<file path="src/rtl/pvd_pkg.sv">
// Shared types and constants for the postings variable-length delta decoder.
package pvd_pkg;

    localparam int DocWidth   = 31;
    localparam int FreqWidth  = 32;
    localparam int ByteWidth  = 8;
    // four 7-bit groups are held between bytes; the fifth byte ends the integer
    localparam int AccWidth   = 28;
    localparam int IdxWidth   = 3;
    localparam int CfgIdxWidth = 1;

    localparam logic [CfgIdxWidth-1:0] CFG_DOC_TOTAL = 1'b0;
    localparam logic [CfgIdxWidth-1:0] CFG_WITH_FREQ = 1'b1;

    typedef enum logic [2:0] {
        ERR_NONE,
        ERR_ZERO_COUNT,
        ERR_OVERLONG,
        ERR_DOC_OVERFLOW,
        ERR_EXTRA_BYTE,
        ERR_TRUNCATED
    } pvd_err_t;

    typedef struct packed {
        logic [AccWidth-1:0] vint;
        logic [IdxWidth-1:0] idx;
        logic                awaiting;
        logic [DocWidth-1:0] running;
        logic [DocWidth-1:0] done;
        logic                finished;
    } pvd_state_t;

    typedef struct packed {
        logic [DocWidth-1:0]  doc_id;
        logic [FreqWidth-1:0] frequency;
        logic                 doc_valid;
        logic                 last_in_term;
        pvd_err_t             error_code;
    } pvd_result_t;

endpackage

</file>
<file path="src/rtl/pvd_step.sv">
// Per-byte decode: next term state and the optional result for one item.
module pvd_step
    import pvd_pkg::*;
(
    input  pvd_state_t           cur,
    input  logic [DocWidth-1:0]  doc_total,
    input  logic                 with_freq,
    input  logic [ByteWidth-1:0] data_byte,
    input  logic                 start_term,
    input  logic                 final_byte,
    output pvd_state_t           nxt,
    output logic                 emit,
    output pvd_result_t          res
);

    pvd_state_t           s;
    logic [AccWidth-1:0]  shifted;
    logic [FreqWidth-1:0] v;
    logic [FreqWidth-1:0] delta;
    logic [FreqWidth:0]   sum;
    logic                 doc_done;

    always_comb
    begin
        case (s.idx[1:0])
            2'd0:    shifted = {21'b0, data_byte[6:0]};
            2'd1:    shifted = {14'b0, data_byte[6:0], 7'b0};
            2'd2:    shifted = {7'b0, data_byte[6:0], 14'b0};
            2'd3:    shifted = {data_byte[6:0], 21'b0};
            default: shifted = '0;
        endcase
    end

    always_comb
    begin
        s = start_term ? '0 : cur;
        nxt = s;
        emit = 1'b0;
        res = '0;
        res.error_code = ERR_NONE;
        v = '0;
        delta = '0;
        sum = '0;
        doc_done = 1'b0;

        if (s.finished)
        begin
            emit = 1'b1;
            res.error_code = ERR_EXTRA_BYTE;
        end
        else if (doc_total == '0)
        begin
            nxt.finished = 1'b1;
            emit = 1'b1;
            res.error_code = ERR_ZERO_COUNT;
        end
        else if (s.idx[2] && (data_byte[7:4] != 4'b0))
        begin
            nxt.finished = 1'b1;
            emit = 1'b1;
            res.error_code = ERR_OVERLONG;
        end
        else if (!s.idx[2] && data_byte[7])
        begin
            // continuation: keep accumulating
            nxt.vint = s.vint | shifted;
            nxt.idx = s.idx + 3'd1;
            if (final_byte)
            begin
                nxt.finished = 1'b1;
                emit = 1'b1;
                res.error_code = ERR_TRUNCATED;
            end
        end
        else
        begin
            v = s.idx[2] ? {data_byte[3:0], s.vint} : {4'b0, s.vint | shifted};
            nxt.vint = '0;
            nxt.idx = '0;
            if (s.awaiting)
            begin
                nxt.awaiting = 1'b0;
                res.doc_id = s.running;
                res.frequency = v;
                doc_done = 1'b1;
            end
            else
            begin
                delta = with_freq ? {1'b0, v[FreqWidth-1:1]} : v;
                sum = {2'b0, s.running} + {1'b0, delta};
                if (sum[FreqWidth:DocWidth] != 2'b0)
                begin
                    nxt.finished = 1'b1;
                    emit = 1'b1;
                    res.error_code = ERR_DOC_OVERFLOW;
                end
                else
                begin
                    nxt.running = sum[DocWidth-1:0];
                    if (with_freq && !v[0])
                        nxt.awaiting = 1'b1;
                    else
                    begin
                        res.doc_id = sum[DocWidth-1:0];
                        res.frequency = FreqWidth'(1);
                        doc_done = 1'b1;
                    end
                end
            end

            if (doc_done)
            begin
                nxt.done = s.done + DocWidth'(1);
                res.doc_valid = 1'b1;
                emit = 1'b1;
                if (nxt.done == doc_total)
                begin
                    res.last_in_term = 1'b1;
                    nxt.finished = 1'b1;
                end
            end

            if (final_byte && !nxt.finished)
            begin
                nxt.finished = 1'b1;
                emit = 1'b1;
                res.error_code = ERR_TRUNCATED;
            end
        end
    end

endmodule

</file>
<file path="src/rtl/postings_vint_delta_decoder_unit.sv">
// Postings decoder top level: input handshake, term state, result register.
//
// Usage: bytes of one term's postings stream enter on the in channel
// (data_byte, start_term, final_byte), one item per cycle when in_ready is
// high. Each byte gives zero or one result on the out channel: a completed
// document (doc_id, frequency, doc_valid, last_in_term) or an error code.
// Latency: a result appears in out_valid the cycle after the byte that
// caused it is accepted. Throughput: one byte per cycle while out_ready
// keeps the result register moving; the decode of one byte (shift-or into
// the accumulator, 33-bit add and compare against the doc id limit) sits
// between the term state registers and the result register.
// The configuration channel (cfg_index, cfg_data) is always ready; write
// the document count and with_freq between terms while the block is idle.
// Reset: term state clears, the document count goes to zero, with_freq to
// one, no result is pending. When the receiver stalls, the result register
// holds its item and in_ready drops until that item is taken; a byte that
// gives no result is still only taken when the result register can move.
module postings_vint_delta_decoder_unit
    import pvd_pkg::*;
(
    input  logic                   clk,
    input  logic                   rst_n,
    input  logic                   cfg_valid,
    output logic                   cfg_ready,
    input  logic [CfgIdxWidth-1:0] cfg_index,
    input  logic [DocWidth-1:0]    cfg_data,
    input  logic                   in_valid,
    output logic                   in_ready,
    input  logic [ByteWidth-1:0]   data_byte,
    input  logic                   start_term,
    input  logic                   final_byte,
    output logic                   out_valid,
    input  logic                   out_ready,
    output logic [DocWidth-1:0]    doc_id,
    output logic [FreqWidth-1:0]   frequency,
    output logic                   doc_valid,
    output logic                   last_in_term,
    output logic [2:0]             error_code
);

    pvd_state_t          state_reg;
    pvd_state_t          state_next;
    pvd_result_t         res_reg;
    pvd_result_t         res_next;
    logic                res_emit;
    logic                out_valid_reg;
    logic                out_valid_next;
    logic [DocWidth-1:0] doc_total_reg;
    logic                with_freq_reg;
    logic                accept;

    pvd_step u_step (
        .cur        (state_reg),
        .doc_total  (doc_total_reg),
        .with_freq  (with_freq_reg),
        .data_byte  (data_byte),
        .start_term (start_term),
        .final_byte (final_byte),
        .nxt        (state_next),
        .emit       (res_emit),
        .res        (res_next)
    );

    assign in_ready  = !out_valid_reg || out_ready;
    assign accept    = in_valid && in_ready;
    assign cfg_ready = 1'b1;

    always_comb
    begin
        if (accept && res_emit)
            out_valid_next = 1'b1;
        else if (out_ready)
            out_valid_next = 1'b0;
        else
            out_valid_next = out_valid_reg;
    end

    always_ff @(posedge clk or negedge rst_n)
    begin
        if (!rst_n)
        begin
            state_reg     <= '0;
            out_valid_reg <= 1'b0;
            doc_total_reg <= '0;
            with_freq_reg <= 1'b1;
        end
        else
        begin
            out_valid_reg <= out_valid_next;
            if (accept)
                state_reg <= state_next;
            if (cfg_valid && cfg_ready)
            begin
                case (cfg_index)
                    CFG_DOC_TOTAL: doc_total_reg <= cfg_data;
                    CFG_WITH_FREQ: with_freq_reg <= cfg_data[0];
                    default:       doc_total_reg <= doc_total_reg;
                endcase
            end
        end
    end

    always_ff @(posedge clk)
    begin
        if (accept && res_emit)
            res_reg <= res_next;
    end

    assign out_valid    = out_valid_reg;
    assign doc_id       = res_reg.doc_id;
    assign frequency    = res_reg.frequency;
    assign doc_valid    = res_reg.doc_valid;
    assign last_in_term = res_reg.last_in_term;
    assign error_code   = res_reg.error_code;

endmodule

</file>
<file path="config.mk">
export PLATFORM = sky130hd
export DESIGN_NAME = postings_vint_delta_decoder_unit
export DESIGN_NICKNAME = d
export VERILOG_FILES = /design/src/rtl/pvd_pkg.sv /design/src/rtl/pvd_step.sv /design/src/rtl/postings_vint_delta_decoder_unit.sv
export SDC_FILE = /design/constraint.sdc
export NUM_CORES = 1
export LEC_CHECK = 0
export BUFFER_PORTS_ARGS = -buffer_cell sky130_fd_sc_hd__clkbuf_2
export CAP_MARGIN = 5
export CORE_MARGIN = 4
export CORE_UTILIZATION = 50
export CTS_BUF_LIST = sky130_fd_sc_hd__clkbuf_8
export DETAILED_ROUTE_END_ITERATION = 7
export GPL_ROUTABILITY_DRIVEN = 0
export PLACE_DENSITY_LB_ADDON = 0.08
export RECOVER_POWER = 100
export SYNTH_ARGS = -nofsm -noshare
export SYNTH_HDL_FRONTEND = slang
export SYNTH_SLANG_ARGS = --single-unit
</file>
<file path="constraint.sdc">
create_clock -name clk -period 13 [get_ports clk]
set_clock_uncertainty 0.05 [all_clocks]
set_input_delay 2.6 -clock clk [delete_from_list [all_inputs] [get_ports clk]]
set_output_delay 2.6 -clock clk [all_outputs]
set_load 0.02 [all_outputs]
</file>
==> results of run 1 <==
[power by group through the flow]
| stage | Combinational [mW] | Sequential (mW) | Clock [mW] |
|---|---|---|---|
| 2_1_floorplan | 0.230 | 0.759 | 0 |
| 3_3_place_gp | 0.335 | 0.761 | 0 |
| 3_5_place_dp | 0.339 | 0.762 | 0 |
| 4_1_cts | 0.340 | 0.750 | 0.449 |
| 5_1_grt | 0.363 | 0.757 | 0.477 |
| 6_report | 0.334 | 0.750 | 0.442 |
[metrics by stage]
stage,hold slack (ns),instance area (um2),cells
after detailed placement,0.441,13200,1673
after CTS,0.475,13700,1705
after global routing,0.480,13500,1705
final,0.474,13500,1705
after global placement,0.435,13200,1673
after floorplan,0.413,12400,1302
[area by class of cell]
type                    count  area, um2
clock buffers              17        234
repair buffers            129        558
inverters                  15       56.3
multi-input cells        1009       6770
fillers                  2299      10900
well taps                 324        405
flip-flops and latches    196       5250
clock inverters            15        221
[cell usage in the layout, fill, tap and decap left out, types with 31 or more instances in the layout]
cell	count
nand2_1	135
dfrtp_1	127
nor2_1	110
clkbuf_1	80
edfxtp_1	68
o21ai_0	60
xnor2_1	57
nor2b_1	56
a22oi_1	52
a21oi_1	47
clkbuf_2	43
a22o_1	36
ha_1	36
nand3_1	35
mux2i_1	34
mux2_2	31
[metal layers]
metal	up-vias	global-route usage	share of wire
met5	-	0	0
met4	0	0.107	0.037
met3	77	0.0336	0.059
met2	416	0.445	0.48
met1	5155	0.348	0.42
li1	4963	-	-
[kinds of logic after synthesis]
logic type | Yosys count | share of synthesized area
other | 1 | 0.000302
DFF | 196 | 0.422
buffers and inverters | 97 | 0.0314
adders and majority gates | 37 | 0.0379
AOI/OAI and AO/OA | 327 | 0.188
and+or+nand+nor | 498 | 0.208
muxes | 66 | 0.0564
xor gates and xnor gates | 80 | 0.0564
[path summary, 6_finish.rpt]
check	start	to	slack [ns]	depth (start not counted)
hold reg to reg	state_reg[66]	state_reg[66]	0.47	2
setup reg to reg	state_reg[64]	doc_id[5]	6.44	17
min in group asynchronous	rst_n	state_reg[42]	3.40	1
setup / recovery	start_term	doc_id[5]	2.80	21
hold / removal	state_reg[66]	state_reg[66]	0.47	2
max in group asynchronous	rst_n	state_reg[90]	4.76	2
[worst max-delay path, stage by stage]
cell and delay (ns):
buf_2 0.09, buf_4 0.30, inv_1 0.26, clkbuf_1 1.10
nand2_1 0.25, ha_1 0.33, and2_0 0.27, a22oi_1 0.35
mux2i_1 0.13, ha_1 0.27, fa_1 0.44, a211oi_1 0.36
o211ai_1 0.16, a211oi_1 0.52, a211oi_1 0.22, o21a_1 0.26
o31ai_1 0.44, a21oi_4 0.30, o311ai_0 0.72, a31oi_4 0.42
buf_4 0.44
==> out/results.md, run 1 <==
## Power
- 5.43 nW — static leakage
- 1.53 mW — overall power consumption
- 0.492 — Sequential Power Share
- 0.219 — share of total power in combinational logic
- 0.290 — clock power share
- 113 nW/um2 — PD cells
- 0.354 — switching portion of total power
- 75.4 uV — maximum VDD drop
- 985 uW — cell internal power dissipation
- 541 uW — Sw Pwr

## STA
- 10.20 ns — final period demand of the worst path
- 255 — Final Max Tran Viols
- 2.80 ns — worst setup slack after layout
- false — RSZ-0062 raised after global routing
- 0 ns — aggregate negative setup slack
- 3.93 ns — actual slew at the worst max-slew pin
- 0.0981 GHz — f_max
- 0.784 — portion of the clock cycle consumed by the worst path in the final layout
- 0 — count of final hold-check violations
- -1.62 — headroom to the max-slew limit
- 0 — Setup Viol. Count Final

## Job
- 5 — maxcap violations

## Logic synthesis
- 68 — EDFF count, synth
- 9.55 um2 — Avg Synthesized Cell Area
- 0.653 — fraction of synthesis flops using an asynchronous set or reset pin
- 89 — Distinct cells, synth
- 12400 um2 — post-synthesis instance area
- 0.422 — sequential element share of the synthesized area
- 196 — synthesized flop and latch total
- dfrtp_1 — Main synth FF type
- nand2_1 — library cell with the highest instance count after synthesis
- 0 — warning count from the yosys run
- dfrtp_1 (26%), edfxtp_1 (16%), nand2_1 (4.1%), xnor2_1 (4.0%), ha_1 (3.6%) — cells taking the most area after synthesis
- nand2_1 (135), dfrtp_1 (127), nor2_1 (110), edfxtp_1 (68), clkbuf_1 (59) — most instantiated cells after synthesis
- dfrtp_1 — largest area contributor in the synthesized netlist
- 1386 — Post-Synthesis Net Count
- 0.256 — Synth top area share
- 1302 — Synth Instances

## Clock network
- 2 — Bufs on Longest Clock Path
- 4 — total number of H-tree levels
- 17 — CTS buffer count
- 0.12 ns — clock-pin slew on the worst setup and hold paths
- 0 — post-CTS setup buffer count
- yes — TritonCTS clock tree
- clkbuf_8 — cell at the root of the clock tree
- 0 — CTS resizes
- 196 — Sinks on Clock Net
- 0.51 ns — Skew-Pair Late Insertion Delay
- 0 — hold buffer count at CTS

## Setup path
- input port — Worst Setup Start Kind
- input port to flip-flop — class of the most critical setup path
- 10.32 ns — arrival time reported for the critical path endpoint
- 13.13 ns — WP data required
- 54 — Crit Path Max Fanout
- flip-flop — critical path capture point type

## GRT
- 66 — largest net degree at the start of global routing
- 10200 — via count of the first global-routing pass
- 0 — overflow left after global routing
- 0.264 — GRT Overall Usage
- 0 — antenna violations before repair
- 58300 um — wire length of the first global-routing pass

## Run status
- capacitance limit, slew limit — failing checks
- finished, violations left — run status

## Finish
- 95 — max reg flops
- 0.553 — fin util
- 0.0963 — fraction of final layout cells with drive strength greater than 1
- 0 — count of inserted antenna diode cells
- 1452 — Final nets
- 8.58% — relative area change from synthesis to final layout

## Die
- 166 um — Die Span Y
- 27400 um2 — total die area
- 57 — Rows
- 166 um — chip width
- 0.510 — starting utilization of the core area
- 24400 um2 — Std-Cell Core Area
- 118 — number of top-level design ports

## Routing
- 21.7 um — detailed-route wire length per cell
- 5 — first-pass iteration count of the detailed router
- 37000 um — routed wire length
- 10600 — count of vias placed by the detailed router
- 6.22 — routed via count divided by cell count
- 0 — remaining routing DRC violations
- 0 — number of nets with antenna violations after routing
- 1033 — drt initial violations

## Placement
- 27000 um — DPL Wire Length
- 3.51 ns — setup slack after placement
- 116 — I/O Buffers

## Worst hold path
- flip-flop to flip-flop — path type of the worst min-delay path

Note: power is estimated with default switching activity, not from simulation.
==> run 2, diff against run 1 <==
clock period = 10.1 ns   (was 13 ns; I/O delays follow)
==> run 2 against run 1 <==
  * The flow still finishes with violations (capacitance limit, slew limit)
  * Combinational power rose by 31%
  * Count of clock-buffer cells in the layout did not move
  * Worst hold slack got worse by 0.0078 ns
  * Critical endpoint is now error_code[0]
  * Sequential share of layout area fell by 0.079 points
  * Cell count barely moved
  * Total power rose by 29%
  * Die area did not move
  * Sequential power rose by 28%
  * Sequential cell count did not move
==> out/results.md, run 2 (synthesis results as in run 1) <==
## Run status
- finished, violations left — run status
- capacitance limit, slew limit — failing checks

## Die
- 166 um — chip width, unchanged
- 27400 um2 — total die area, unchanged
- 166 um — Die Span Y, unchanged
- 24400 um2 — Std-Cell Core Area, unchanged
- 0.510 — starting utilization of the core area, unchanged
- 118 — number of top-level design ports, unchanged
- 57 — Rows, unchanged

## Placement
- 1674 — count of placed standard cells including taps, +0.060%
- 116 — I/O Buffers, unchanged
- 27000 um — DPL Wire Length, about the same

## Finish
- 0.554 — fin util, +0.00113
- 6770 um2 — area taken by multi-input logic gates, about the same
- 1453 — Final nets, +0.069%
- nand2_1 (135), dfrtp_1 (127), nor2_1 (110), clkbuf_1 (80), edfxtp_1 (68) — most frequent cells in the layout
- 5250 um2 — flip-flop and latch area, unchanged
- 2305 — layout filler cell count, +0.26%
- 8.80% — relative area change from synthesis to final layout
- 0.0970 — fraction of final layout cells with drive strength greater than 1, +0.000654
- 95 — max reg flops, unchanged
- nand2_1 — most common cell after layout, fill and taps aside
- 0 — count of inserted antenna diode cells, unchanged
- 1706 — final standard cell count with taps included and fillers excluded, +0.059%

## STA
- -1.76 — headroom to the max-slew limit, -0.137
- 0.842 — portion of the clock cycle consumed by the worst path in the final layout
- 0.466 ns — worst-case hold slack, -0.00777 ns
- 8.50 ns — final period demand of the worst path
- 0.118 GHz — f_max
- false — RSZ-0062 raised after global routing
- 270 — Final Max Tran Viols, +5.9%
- 0 ns — aggregate negative setup slack, unchanged
- 0 — count of final hold-check violations, unchanged
- 0 — Setup Viol. Count Final, unchanged
- 4.14 ns — actual slew at the worst max-slew pin, +0.205 ns

## Routing
- 0 — number of nets with antenna violations after routing, unchanged
- 10600 — count of vias placed by the detailed router, +0.15%
- 0 — remaining routing DRC violations, unchanged
- 36700 um — routed wire length, -0.83%
- 940 — drt initial violations, -9.0%
- 7 — first-pass iteration count of the detailed router, +2
- 6.23 — routed via count divided by cell count, about the same
- 21.5 um — detailed-route wire length per cell, -0.89%

## Setup path
- input port — Worst Setup Start Kind
- 35 — Crit Path Max Fanout, -35%
- 10.28 ns — WP data required, -2.85 ns
- 8.68 ns — arrival time reported for the critical path endpoint, -1.64 ns
- input port to flip-flop — class of the most critical setup path
- flip-flop — critical path capture point type

## Power
- 0.289 — clock power share, about the same
- 0.487 — Sequential Power Share, -0.005
- 145 nW/um2 — PD cells, +29%
- 0.353 — switching portion of total power, -0.000936
- 5.45 nW — static leakage, +0.41%
- 694 uW — Sw Pwr, +28%
- 1.27 mW — cell internal power dissipation, +29%
- 0.223 — share of total power in combinational logic, +0.004
- 78.9 uV — maximum VDD drop, +4.7%

## Clock network
- 4 — total number of H-tree levels, unchanged
- 0 — hold buffer count at CTS, unchanged
- 2 — Bufs on Longest Clock Path, unchanged
- clkbuf_8 — cell at the root of the clock tree
- 0 — post-CTS setup buffer count, unchanged
- 0 — CTS resizes, unchanged
- 0.11 ns — clock-pin slew on the worst setup and hold paths, about the same
- 0.50 ns — Skew-Pair Late Insertion Delay, about the same
- yes — TritonCTS clock tree
- 17 — CTS buffer count, unchanged
- 196 — Sinks on Clock Net, unchanged

## GRT
- 78 — largest net degree at the start of global routing, +18%
- 0.261 — GRT Overall Usage, -0.00322
- 0 — antenna violations before repair, unchanged
- 0 — overflow left after global routing, unchanged
- 10200 — via count of the first global-routing pass, -0.13%
- 57500 um — wire length of the first global-routing pass, -1.3%

## Job
- 6 — maxcap violations, +1

## Worst hold path
- flip-flop to flip-flop — path type of the worst min-delay path

[run 2: worst paths after layout]
| check | from | end | slack [ns] | depth (start not counted) |
|---|---|---|---|---|
| setup / recovery | start_term | error_code[0] | 1.60 | 15 |
| min in group asynchronous | rst_n | state_reg[42] | 2.45 | 1 |
| setup reg to reg | state_reg[64] | error_code[0] | 4.39 | 16 |
| max in group asynchronous | rst_n | doc_total_reg[1] | 2.47 | 2 |
| hold reg to reg | state_reg[88] | state_reg[88] | 0.47 | 1 |
| hold / removal | state_reg[88] | state_reg[88] | 0.47 | 1 |
[run 2: metal layers]
metal | routed length, um | up-vias | GRT usage
li1 | - | 4963 | -
met1 | 15100 | 5180 | 0.337
met2 | 18300 | 407 | 0.451
met5 | 0 | - | 0
met4 | 1160 | 0 | 0.0915
met3 | 2210 | 77 | 0.0379
[run 2: worst max-delay path, cell delays in order]
cell and delay, ns:
clkbuf_1 1.10, inv_1 0.48, clkbuf_1 0.77, a22oi_1 0.56, mux2i_1 0.16, ha_1 0.37, and3_1 0.21, and2_0 0.17
a221o_1 0.38, o21a_1 0.21, or3_4 0.38, o31a_1 0.22, o21ai_0 1.13, and3_1 0.35, o21ai_0 0.13
[run 2: area by class of cell]
cell class | instances | share of cell area
Tap cell | 324 | 0.0300
Clock inverter | 15 | 0.0168
Multi-Input combinational cell | 1009 | 0.501
Inverter | 15 | 0.00416
Clock buffer | 17 | 0.0173
Timing Repair Buffer | 130 | 0.0429
Sequential cell | 196 | 0.388
[run 2: power by group through the flow]
stage | Sequential, mW | Combinational [mW] | Clock, mW
after global routing | 0.966 | 0.478 | 0.613
after floorplan | 0.976 | 0.297 | 0
after detailed placement | 0.973 | 0.447 | 0
after global placement | 0.972 | 0.441 | 0
after CTS | 0.957 | 0.448 | 0.577
final | 0.958 | 0.439 | 0.569
[run 2: per-stage QoR]
stage | worst slack, ns | total power, mW | cell area [um2]
after floorplan | 1.28 | 1.27 | 12400
after CTS | 2.67 | 1.98 | 13700
after detailed placement | 2.16 | 1.42 | 13200
final | 1.60 | 1.97 | 13500
after global routing | 1.15 | 2.06 | 13500
after global placement | 2.33 | 1.41 | 13200
==> run 3, diff against run 2 <==
clock period = 7.95 ns   (was 10.1 ns; I/O delays follow)
==> run 3 against run 2 <==
  * The flow still finishes with violations (capacitance limit, slew limit)
  * Critical path type unchanged
  * Via count is 0.59% lower
  * Sequential power rose by 28%
  * Count of clock-buffer cells in the layout stayed put
  * Final area barely moved
  * Cell count did not move
  * Routed wire length fell by 1.6%
  * Clock power rose by 22%
  * Global-route usage is 0.49 points lower
  * Worst hold slack better by 0.0082 ns
  * Setup slack worse by 0.79 ns
  * Total power rose by 26%
  * Largest cell class unchanged
  * Register-to-register slack worse by 2.4 ns
==> out/results.md, run 3 (synthesis results as in run 1) <==
## Setup path
- 8.28 ns — WP data required, -2.00 ns
- state_reg[29] — endpoint of the most critical register-to-register path
- 7.46 ns — arrival time reported for the critical path endpoint, -1.22 ns
- input port to flip-flop — class of the most critical setup path
- input port — Worst Setup Start Kind
- 15 — worst-case reg-to-reg path depth, -1
- 2.02 ns — minimum setup slack among reg-to-reg paths, -2.37 ns
- 27 — Crit Path Max Fanout, -23%
- state_reg[66] — critical register-to-register path startpoint
- flip-flop — critical path capture point type

## Worst hold path
- state_reg[91] — HP Start
- flip-flop to flip-flop — path type of the worst min-delay path
- state_reg[91] — Hold EP
- 1 — cell count of the worst hold path, unchanged

## STA
- 0.140 GHz — f_max
- 0 — count of final hold-check violations, unchanged
- 0 ns — aggregate negative setup slack, unchanged
- false — RSZ-0062 raised after global routing
- 7.14 ns — final period demand of the worst path
- -1.28 — headroom to the max-slew limit, +0.479
- 3.42 ns — actual slew at the worst max-slew pin, -0.719 ns
- 0 — Setup Viol. Count Final, unchanged
- 203 — Final Max Tran Viols, -25%
- 0.898 — portion of the clock cycle consumed by the worst path in the final layout
- 0.815 ns — worst setup slack after layout, -0.786 ns

## Clock network
- 196 — Sinks on Clock Net, unchanged
- clkbuf_8 — cell at the root of the clock tree
- 0 — hold buffer count at CTS, unchanged
- 17 — CTS buffer count, unchanged
- 0 — post-CTS setup buffer count, unchanged
- 4 — total number of H-tree levels, unchanged
- yes — TritonCTS clock tree
- 0.49 ns — Skew-Pair Late Insertion Delay, about the same
- 0 — CTS resizes, unchanged
- 2 — Bufs on Longest Clock Path, unchanged
- 0.12 ns — clock-pin slew on the worst setup and hold paths, about the same

## Routing
- 36100 um — routed wire length, -1.6%
- 5 — first-pass iteration count of the detailed router, -2
- 0 — remaining routing DRC violations, unchanged
- 6.19 — routed via count divided by cell count, -0.59%
- 21.2 um — detailed-route wire length per cell, -1.6%
- 0 — number of nets with antenna violations after routing, unchanged
- 10600 — count of vias placed by the detailed router, -0.59%
- 924 — drt initial violations, -1.7%

## Power
- 107 uV — maximum VDD drop, +36%
- 5.45 nW — static leakage, about the same
- 182 nW/um2 — PD cells, +26%

## Die
- 0.510 — starting utilization of the core area, unchanged
- 57 — Rows, unchanged
- 24400 um2 — Std-Cell Core Area, unchanged
- 27400 um2 — total die area, unchanged
- 118 — number of top-level design ports, unchanged
- 166 um — Die Span Y, unchanged
- 166 um — chip width, unchanged

## Finish
- 5250 um2 — flip-flop and latch area, unchanged
- 0.101 — fraction of final layout cells with drive strength greater than 1, +0.00362
- nand2_1 (135), dfrtp_1 (127), nor2_1 (110), clkbuf_1 (77), edfxtp_1 (68) — most frequent cells in the layout
- nand2_1 — most common cell after layout, fill and taps aside
- 95 — max reg flops, unchanged
- 1453 — Final nets, unchanged
- 6790 um2 — area taken by multi-input logic gates, +0.30%
- 0 — count of inserted antenna diode cells, unchanged
- 2327 — layout filler cell count, +0.95%
- 8.88% — relative area change from synthesis to final layout, about the same

## GRT
- 71 — largest net degree at the start of global routing, -9.0%
- 10200 — via count of the first global-routing pass, +0.44%
- 0.256 — GRT Overall Usage, -0.00485
- 57200 um — wire length of the first global-routing pass, -0.46%
- 0 — overflow left after global routing, unchanged
- 0 — antenna violations before repair, unchanged

## Placement
- 116 — I/O Buffers, unchanged
- 0.709 ns — setup slack after placement, -1.45 ns
- 26500 um — DPL Wire Length, -1.9%

## Run status
- finished, violations left — run status
- capacitance limit, slew limit — failing checks

## Job
- 4 — maxcap violations, -2

## run 3: cell count changes in the layout (fill, tap and decap cells not counted), sizes merged
cell / delta
buf: +2
clkinv: -2
clkbuf: -2
inv: +3
bufinv: -1
## run 3: critical path: stages
cell and delay [ns]:
clkbuf_1 0.11, inv_1 0.34, nand2_1 0.18, ha_1 0.26, and2_0 0.27, a22oi_1 0.36
mux2i_1 0.14, ha_1 0.27, fa_1 0.43, a211oi_1 0.32, o211ai_1 0.17, a211oi_1 0.54
a211oi_1 0.21, o21a_1 0.28, o31ai_4 0.27, a21oi_4 0.10, clkbuf_1 0.60, or4b_1 0.70
a221o_1 0.32
## run 3: routing by layer
metal | up-vias | part of all wire | global-route usage
li1 | 4947 | - | -
met2 | 380 | 0.49 | 0.441
met4 | 0 | 0.027 | 0.0825
met5 | - | 0 | 0
met1 | 5169 | 0.43 | 0.336
met3 | 68 | 0.050 | 0.0341
## run 3: area by class of cell
class | count | share of cell area
well taps | 324 | 0.0300
clock buffers | 17 | 0.0173
clock inverters | 15 | 0.0145
repair buffers | 130 | 0.0445
multi-input cells | 1009 | 0.502
inverters | 15 | 0.00416
flip-flops and latches | 196 | 0.388
## run 3: how the worst max path moves through the flow
stage          slack [ns]        from      endpoint  cells past startpoint
2_1_floorplan        0.42  start_term     doc_id[0]                     22
3_3_place_gp         0.93  start_term    doc_id[10]                     19
3_5_place_dp         0.71  start_term    doc_id[10]                     19
4_1_cts              1.22  start_term     doc_id[5]                     19
5_1_grt              0.47  start_term  state_reg[3]                     19
6_report             0.81  start_term  state_reg[3]                     19
## run 3: per-stage QoR
| stage | utilization | hold WS, ns | cell area (um2) | power, mW | cells |
|---|---|---|---|---|---|
| after floorplan | - | 0.413 | 12400 | 1.62 | 1302 |
| after global placement | 0.543 | 0.435 | 13200 | 1.80 | 1674 |
| after detailed placement | 0.543 | 0.442 | 13200 | 1.80 | 1674 |
| after CTS | 0.560 | 0.470 | 13700 | 2.49 | 1706 |
| after global routing | 0.555 | 0.486 | 13500 | 2.59 | 1706 |
| final | 0.555 | 0.474 | 13500 | 2.47 | 1706 |
## run 3: power by group
part / switching (mW) / internal [mW] / total, mW
Clock: 0.442 / 0.250 / 0.692
Combinational: 0.347 / 0.204 / 0.551
Sequential: 0.0908 / 1.13 / 1.23
Total: 0.880 / 1.59 / 2.47
